<file path="src/hw/rtl/name_registry_table_macros.svh">
// Assertion macros for the name registry table.
// Used by the top level; no other dependencies.
`ifndef NAME_REGISTRY_TABLE_MACROS_SVH
`define NAME_REGISTRY_TABLE_MACROS_SVH

`ifndef SYNTH
`define NRT_ASSERT_RST(lbl, clk, rst_n, prop, msg) \
    lbl: assert property (@(posedge clk) disable iff (!rst_n) prop) else $error(msg);
`define NRT_ASSERT_CLK(lbl, clk, prop, msg) \
    lbl: assert property (@(posedge clk) prop) else $error(msg);
`else
`define NRT_ASSERT_RST(lbl, clk, rst_n, prop, msg)
`define NRT_ASSERT_CLK(lbl, clk, prop, msg)
`endif

`endif

</file>
<file path="src/hw/rtl/nrt_pkg.sv">
// Shared types and constants for the name registry table.
// No dependencies.
`timescale 1ns / 1ps

package nrt_pkg;

    localparam int TID_W       = 7;
    localparam int KEY_W       = 64;
    localparam int STATUS_W    = 3;
    localparam int NAME_CNT_W  = 2;
    localparam int IN_DATA_W   = 72;
    localparam int OUT_DATA_W  = 24;
    localparam int OUT_PAD_W   = OUT_DATA_W - STATUS_W - 2 * TID_W;

    localparam int DEF_TABLE_DEPTH = 64;
    localparam int DEF_TASK_COUNT  = 128;
    localparam int DEF_KEY_BYTES   = 8;

    localparam logic [NAME_CNT_W-1:0] MAX_NAMES = 2'd2;

    typedef enum logic {
        KIND_REGISTER = 1'b0,
        KIND_LOOKUP   = 1'b1
    } t_kind;

    typedef enum logic [STATUS_W-1:0] {
        ST_OK         = 3'd0,
        ST_NOT_REG    = 3'd1,
        ST_MAX_NAMES  = 3'd2,
        ST_ALREADY    = 3'd3,
        ST_TABLE_FULL = 3'd4
    } t_status;

    typedef enum logic [1:0] {
        S_INIT,
        S_IDLE,
        S_LOOK,
        S_DONE
    } t_state;

    typedef struct packed {
        logic shift;      // append: every cell takes its left neighbor's entry
        logic set_owner;  // overwrite owner in the hitting cell
    } t_cell_ctl;

endpackage

</file>
<file path="src/hw/rtl/nrt_cell.sv">
// One table entry of the name registry: key, owner and a registered compare.
// Depends on nrt_pkg.
`timescale 1ns / 1ps

module nrt_cell #(
    parameter int CNT_W = 7,
    parameter int IDX   = 0
) (
    input  logic                     i_clk,
    input  logic                     i_rst_n,
    input  nrt_pkg::t_cell_ctl       i_ctl,
    input  logic [CNT_W-1:0]         i_count,
    input  logic [nrt_pkg::KEY_W-1:0] i_req_key,
    input  logic [nrt_pkg::TID_W-1:0] i_req_owner,
    input  logic [nrt_pkg::KEY_W-1:0] i_prev_key,
    input  logic [nrt_pkg::TID_W-1:0] i_prev_owner,
    output logic [nrt_pkg::KEY_W-1:0] o_key,
    output logic [nrt_pkg::TID_W-1:0] o_owner,
    output logic                     o_hit,
    output logic [nrt_pkg::TID_W-1:0] o_hit_owner
);
    import nrt_pkg::*;

    localparam logic [CNT_W-1:0] MY_IDX = CNT_W'(IDX);

    logic [KEY_W-1:0] r_key;
    logic [TID_W-1:0] r_owner;
    logic             r_hit;
    logic [TID_W-1:0] r_hit_owner;
    logic             w_match;

    assign w_match = (MY_IDX < i_count) && (r_key == i_req_key);

    always_ff @(posedge i_clk) begin
        if (i_ctl.shift) begin
            r_key   <= i_prev_key;
            r_owner <= i_prev_owner;
        end else if (i_ctl.set_owner && r_hit) begin
            r_owner <= i_req_owner;
        end
        r_hit_owner <= w_match ? r_owner : '0;
    end

    always_ff @(posedge i_clk) begin
        if (!i_rst_n) begin
            r_hit <= 1'b0;
        end else begin
            r_hit <= w_match;
        end
    end

    assign o_key       = r_key;
    assign o_owner     = r_owner;
    assign o_hit       = r_hit;
    assign o_hit_owner = r_hit_owner;

endmodule

</file>
<file path="config.mk">
export PLATFORM = sky130hd
export DESIGN_NAME = nrt_cell
export DESIGN_NICKNAME = d
export VERILOG_FILES = /design/src/hw/rtl/name_registry_table_macros.svh /design/src/hw/rtl/nrt_pkg.sv /design/src/hw/rtl/nrt_cell.sv
export SDC_FILE = /design/constraint.sdc
export NUM_CORES = 1
export LEC_CHECK = 0
export BUFFER_PORTS_ARGS = -buffer_cell sky130_fd_sc_hd__buf_2
export CORE_ASPECT_RATIO = 0.75
export CORE_MARGIN = 2
export CORE_UTILIZATION = 36
export CTS_CLUSTER_DIAMETER = 200
export DETAILED_ROUTE_END_ITERATION = 10
export GPL_ROUTABILITY_DRIVEN = 0
export GPL_TIMING_DRIVEN = 1
export PLACE_DENSITY = 0.71
export SKIP_LAST_GASP = 1
export SYNTH_ARGS = -nofsm -noshare
export SYNTH_HDL_FRONTEND = slang
export SYNTH_SLANG_ARGS = --single-unit
</file>
<file path="constraint.sdc">
create_clock -name i_clk -period 1.65 [get_ports i_clk]
set_input_delay 0.165 -clock i_clk [delete_from_list [all_inputs] [get_ports i_clk]]
set_output_delay 0.165 -clock i_clk [all_outputs]
set_load 0.01 [all_outputs]
</file>
After elaboration in Yosys (flattened, before gate mapping)
Index checks and enable logic that the tools add are counted.
Word-level totals
  register bits after elaboration: 79
  output and inout port bits: 79
Operators by class
  magnitude comparators: 1
  equality and inequality tests: 1
  mux-type cells: 2
  reduce and logical (&&, ||, !) cells: 3
Operators by type and width (number)
  64-bit equality test: 1
  7-bit two-way mux: 2
  1-bit by 7-bit < comparator with 1-bit output, first input constant: 1
  1-bit logical AND: 2
  2-bit nonzero test: 1

Logic depth before layout (Yosys ltp)
Gate-level depths: netlist (run 1).
  word-level depth: 3
  mapped depth: 5
  depth with buffers taken out: 5

Worst setup path after synthesis (run 1)
No wires, ideal clock.
  kind: register -> register
  start point: register r_key[42] (netlist: o_key[42])
  end point: register r_hit (netlist: o_hit)
  arrival: 1592 ps
  path slack: -3 ps
  stages on the path, launching flop included: 6
  cell sequence: edfxtp_1 > xor2_1 > nor4_2 > nand3_1 > a2111oi_4 > and3_1
On the way
  word-level cells in the longest chain between the ends: 2
Ends and longest elaborated chain
  from (decl): line nrt_cell.sv:26  | logic [KEY_W-1:0] r_key;
  from (signal assigned): line nrt_cell.sv:36  | r_key <= i_prev_key;
  64-bit equality test: line nrt_cell.sv:32  | assign w_match = (MY_IDX < i_count) && (r_key == i_req_key);
  1-bit logical AND: line nrt_cell.sv:32
  to (signal assigned): line nrt_cell.sv:48  | r_hit <= w_match;
  to (decl): line nrt_cell.sv:28  | logic r_hit;
Every way passes these cells.
A chain may end at the register's enable or synchronous reset.

Final worst setup path (run 1)
  start point: register r_key[59] (netlist: o_key[59])
  end point: register r_hit (netlist: o_hit)
Same word-level chain as after synthesis.

==> results of run 1 <==
==> logic make-up after synthesis <==
| group | Yosys count | share of synthesized area [%] |
|---|---|---|
| xor gates and xnor gates | 64 | 17.6 |
| DFF | 79 | 72.1 |
| buffers and inverters | 1 | 0.118 |
| AOI/OAI and AO/OA | 2 | 1.10 |
| and+or+nand+nor | 31 | 6.54 |
| muxes | 7 | 2.48 |
==> metrics by stage <==
stage / setup WS, ps / power [W] / TNS [ps] / hold slack [ps] / utilization [%]
after floorplan: 16.6 / 0.00271 / 0 / 264 / -
after global placement: -165 / 0.00310 / -1320 / 341 / 53.1
after detailed placement: -204 / 0.00313 / -1570 / 343 / 53.1
after CTS: -140 / 0.00492 / -984 / 2.18 / 56.3
after global routing: -230 / 0.00508 / -1690 / 1.09 / 56.7
final: -109 / 0.00487 / -784 / 15.7 / 56.7
==> sequential cells by signal (all words and copies together), names as in the netlist <==
name and count:
o_hit 1, o_hit_owner 7, o_key 64, o_owner 7
==> routing by layer <==
metal / track usage, % / vias to the layer above / wire length [µm]
met5: 0 / - / 0
met4: 4.77 / 0 / 67
met3: 5.36 / 6 / 588
met2: 28.6 / 115 / 4110
met1: 19.7 / 1076 / 3200
li1: - / 1195 / -
==> power by group <==
| group | internal [W] | switching [W] |
|---|---|---|
| logic | 0.000335 | 0.000317 |
| clock network | 0.00110 | 0.000676 |
| registers | 0.00235 | 0.0000874 |
| total | 0.00379 | 0.00108 |
==> what timing repair did <==
| action | in CTS | in global routing |
|---|---|---|
| gates resized for setup | 1 | 2 |
| pin swaps | 4 | 2 |
| endpoints found under the hold margin | 0 | 2 |
| hold buffers | 0 | 2 |
| endpoints found under the setup margin | 8 | 8 |
==> layout by cell type (no fill, tap or decap), types with 6 or more instances in the layout <==
master	count
and3_1	8
edfxtp_1	71
mux2_2	7
clkbuf_16	9
xor2_1	60
nor4_1	10
buf_2	231
nor4_2	6
dfxtp_1	8
buf_4	8
==> cell type report <==
class,instances,share of cell area [%]
Timing Repair Buffer,241,25.6
Multi-Input combinational cell,104,18.6
Tap cell,108,2.79
Clock buffer,16,5.61
Sequential cell,79,47.4
==> worst paths after layout <==
kind	from	endpoint	slack, ps	cells past startpoint
min	i_prev_key[6]	o_key[6]	20	1
max	o_key[59]	o_hit	-110	6
max reg2reg	o_key[59]	o_hit	-110	6
min reg2reg	o_owner[6]	o_hit_owner[6]	500	1
==> critical path, stage by stage, from the launching register on <==
cell,delay (ps)
edfxtp_1,400
xor2_1,180
nor4_2,320
nand4_1,240
a2111oi_4,240
buf_4,190
and3_1,150
==> out/metrics.cfg, run 1 <==
[run_status]
status = complete, but fails checks
violations = setup timing

[clock_tree]
root_buffer = clkbuf_16
cts_max_path_buffers = 2
htree_levels = 3
cts_made_buffers = 9
postCtsSetupBuffers = 0
cts_tree = yes
clock-sinks = 79
insertion_delay_ps = 320
clk_pin_slew_ps = 50

[power]
ir_drop_mv = 0.676
leakage_nw = 2.22
power_density_nw_per_um2 = 1010

[floorplanning]
core.rowCount = 29
die_w_um = 112
initial_utilization_pct = 37.3
die_h_um = 85.4
io_pins = 232
fp.coreArea_um2 = 8530
dieArea_um2 = 9600

[routing]
firstDrtPassIters = 4
via_per_inst = 4.36
vias = 2392
ant_nets = 0
drt-total-wl_um = 7960
drt_iter0_drc = 78
detail_route.wl_per_cell_um = 14.5
drc = 0

[logic_synthesis]
avgSynthCellArea_um2 = 17.3
synth_flop_cell = edfxtp_1
synthCells = 184
ys_ff_latch = 79
synth_edf_count = 71
synth_cell_types = 15
synth_area_um2 = 3180
seq_area_frac_synth_pct = 72.1
synth_common_cells = 71 x edfxtp_1, 60 x xor2_1, 13 x nor4_1
synthArstFlopShare_pct = 0
yosysTopAreaCell = edfxtp_1
yosysMostFrequentCell = edfxtp_1
ys_warn_count = 0
synthTopCellsByArea = edfxtp_1 67%, xor2_1 17%, dfxtp_1 5.0%
netlist.area_leader.share_pct = 67.1
synth_nets = 337

[sta]
period_share_pct = 107
setup_viol = 8
layout_setup_ws_ps = -109
slew_headroom_pct = 67.9
slew_viol_final = 0
hold_viol_final = 0
period_needed_ps = 1760
rsz0062_at_grt = yes
fmax_mhz = 568
finClkSkew_ps = 4.52
worst_pin_slew_ps = 477

[grt]
grt_max_degree = 28
antenna_found_initial = 0
grt.total_usage_pct = 16.4
grt-ovfl-total = 0
grt_pass1_wl_um = 12000
grt_pass1_vias = 2490

[critical_path]
critPathMaxFanout = 8
critPathLaunchType = flip-flop
worstPathRequired_ps = 1910
cp-end-kind = flip-flop
crit_type = reg -> reg
cp_data_arrival_time_ps = 2020

[final_layout]
final-seq-area_um2 = 2290
stdcell_count = 548
final_cell_area_um2 = 4840
drive_gt1_share_pct = 60.0
syn_to_final_growth_pct = 52.2
filler_cell_count = 715
nets = 588
multi_input_area_um2 = 901
antenna_cells = 0

[placement]
place_area_um2 = 4530
dp_cells = 530
place.port_buffers = 231
dpl.hpwl_um = 6560

[hold_path]
min_path_type = in -> reg

[flow_run]
maxCapViolCount = 0

(Power assumes the default switching activity.)
==> inputs of run 2 (changes only) <==
- CORE_ASPECT_RATIO: 0.75 -> not set
- PLACE_DENSITY: 0.71 -> 0.75
==> run 2 against run 1 <==
  * The flow still finishes with violations (setup timing)
  * Clock power fell by 14%
  * Critical path depth did not move
  * Final area up 10%
  * Non-clock buffer count is 52 higher
  * Core utilization is 4.9 points higher
  * Die area about the same
  * Combinational power grew 16%
  * Global-route usage up 1.1 points
  * First-iteration DRC count shrank 29%
==> out/metrics.cfg, run 2 (same netlist as run 1, synthesis figures left out) <==
[grt]
grt_pass1_wl_um = 13300  ; +11%
antenna_found_initial = 0  ; unchanged
grt-ovfl-total = 0  ; unchanged
grt.total_usage_pct = 17.5  ; +1.1 points
grt_pass1_vias = 2893  ; +16%
grt_max_degree = 41  ; +46%

[power]
power_frac_seq_pct = 51.6  ; +1.5 points
ir_drop_mv = 0.605  ; -10%
p_sw_w = 0.00107  ; -0.78%
pwr-share-comb_pct = 16.0  ; +2.6 points
power_density_nw_per_um2 = 888  ; -12%
clkPwrFrac_pct = 32.4  ; -4.2 points
switching_share_pct = 22.7  ; +0.50 points
internal_power_w = 0.00365  ; -3.6%
leakage_nw = 2.42  ; +8.8%

[final_layout]
post-route-util_pct = 61.6  ; +4.9 points
drive_gt1_share_pct = 53.3  ; -6.7 points
final_cell_mix = 231 x buf_2, 71 x edfxtp_1, 60 x xor2_1, 58 x dlygate4sd3_1
antenna_cells = 0  ; unchanged
nets = 640  ; +8.8%
syn_to_final_growth_pct = 67.4
layout_commonest_cell = buf_2
multi_input_area_um2 = 901  ; unchanged
filler_cell_count = 728  ; +1.8%
stdcell_count = 600  ; +9.5%
largest_register_ff_count = 64  ; unchanged
final-seq-area_um2 = 2290  ; unchanged

[routing]
firstDrtPassIters = 4  ; unchanged
drt-total-wl_um = 8810  ; +11%
drc = 0  ; unchanged
drt_iter0_drc = 55  ; -29%
ant_nets = 0  ; unchanged
via_per_inst = 4.45  ; +2.0%
vias = 2671  ; +12%
detail_route.wl_per_cell_um = 14.7  ; +1.1%

[clock_tree]
clock-sinks = 79  ; unchanged
htree_levels = 3  ; unchanged
insertion_delay_ps = 330  ; about the same
clk_pin_slew_ps = 70  ; +20 ps
cts_made_buffers = 9  ; unchanged
root_buffer = clkbuf_8
cts_max_path_buffers = 2  ; unchanged
cts_tree = yes

[flow_run]
maxCapViolCount = 0  ; unchanged

[placement]
dp_cells = 525  ; -0.94%
place.port_buffers = 231  ; unchanged
place_ws_ps = -333  ; -129 ps
dpl.hpwl_um = 6410  ; -2.4%

[sta]
fmax_mhz = 557  ; -2.0%
whs_ps = 13.3  ; -2.40 ps
worst_pin_slew_ps = 558  ; +80.9 ps
period_share_pct = 109  ; +2.2 points
tns_ps = -1060  ; -273 ps
period_needed_ps = 1800  ; +36.0 ps
rsz0062_at_grt = yes
setup_viol = 8  ; unchanged
finClkSkew_ps = 12.6  ; +8.05 ps
slew_viol_final = 0  ; unchanged
hold_viol_final = 0  ; unchanged
slew_headroom_pct = 62.5  ; -5.4 points
layout_setup_ws_ps = -145  ; -36.0 ps

[critical_path]
crit_chain = xor2_1, nor4_2, nand4_1, a2111oi_4, buf_4, and3_1
cp-startpoint = o_key[59]
worstPathRequired_ps = 1920  ; about the same
ff2ff_setup_slack_ps = -150  ; -40 ps
crit_path_top_delay_cell = edfxtp_1
rr_startpoint = o_key[59]
cp-end-kind = flip-flop
cp_slowest_stage_delay_ps = 420  ; +20 ps
critPathLaunchType = flip-flop
critPathMaxFanout = 8  ; unchanged
crit_type = reg -> reg
cp_data_arrival_time_ps = 2070  ; +50 ps

[hold_path]
min-delay-start = i_prev_key[11]
min_path_type = in -> reg

[floorplanning]
die_w_um = 98.0  ; -13%
die_h_um = 98.0  ; +15%
initial_utilization_pct = 36.8  ; -0.47 points
fp.coreArea_um2 = 8640  ; +1.3%
dieArea_um2 = 9600  ; about the same
core.rowCount = 34  ; +17%
io_pins = 232  ; unchanged

[run_status]
violations = setup timing
status = complete, but fails checks

run 2: cell types whose count changed in the layout (fill, tap and decap cells not counted), sizes merged:
cell,change
clkbuf,-4
dlygate4sd3,+56
clkinv,+2
bufinv,+2
buf,-4
run 2: worst paths after layout:
check / cells past startpoint / end
worst min-delay path: 1 / o_key[11]
worst min register to register: 1 / o_hit_owner[1]
worst max register to register: 6 / o_hit_owner[0]
worst max-delay path: 6 / o_hit_owner[0]
run 2: layout make-up:
cell class | instances | area share, %
Sequential cell | 79 | 43.1
Timing Repair Buffer | 293 | 33.4
Multi-Input combinational cell | 104 | 16.9
Clock buffer | 12 | 2.73
Tap cell | 108 | 2.54
Clock inverter | 4 | 1.29
run 2: power by group through the flow:
stage | clock, W | sequential [W] | combinational, W
2_1_floorplan | 0 | 0.00255 | 0.000167
3_3_place_gp | 0 | 0.00247 | 0.000620
3_5_place_dp | 0 | 0.00248 | 0.000636
4_1_cts | 0.00159 | 0.00244 | 0.000752
5_1_grt | 0.00164 | 0.00246 | 0.000812
6_report | 0.00153 | 0.00244 | 0.000757
run 2: metrics by stage:
step | cell area (µm²) | total power [W]
2_1_floorplan | 3180 | 0.00271
3_3_place_gp | 4500 | 0.00309
3_5_place_dp | 4500 | 0.00312
4_1_cts | 5320 | 0.00478
5_1_grt | 5320 | 0.00492
6_report | 5320 | 0.00472
run 2: critical path, delay by kind of cell (launching register included):
kind	cells	cell delay, ps
DFF	1	420
xor gates and xnor gates	1	180
AOI/OAI and AO/OA	1	240
and+or+nand+nor	3	700
buffers and inverters	1	200
run 2: what timing repair did:
action                                  CTS  global route
setup buffers                             1             0
gates resized for setup                   2             1
hold endpoints to repair                 58             0
endpoints found under the setup margin    8             8
hold buffers                             58             0
pin swaps                                 4             2
run 2: layer usage:
metal  part of all wire, %  wire length [µm]  GRT usage (%)  vias to the layer above
met2                    54              4770           33.4                      126
met5                     0                 0              0                        -
met4                   3.3               294           7.69                        0
met3                   6.1               539           3.58                       24
li1                      -                 -              -                     1294
met1                    36              3210           18.6                     1227
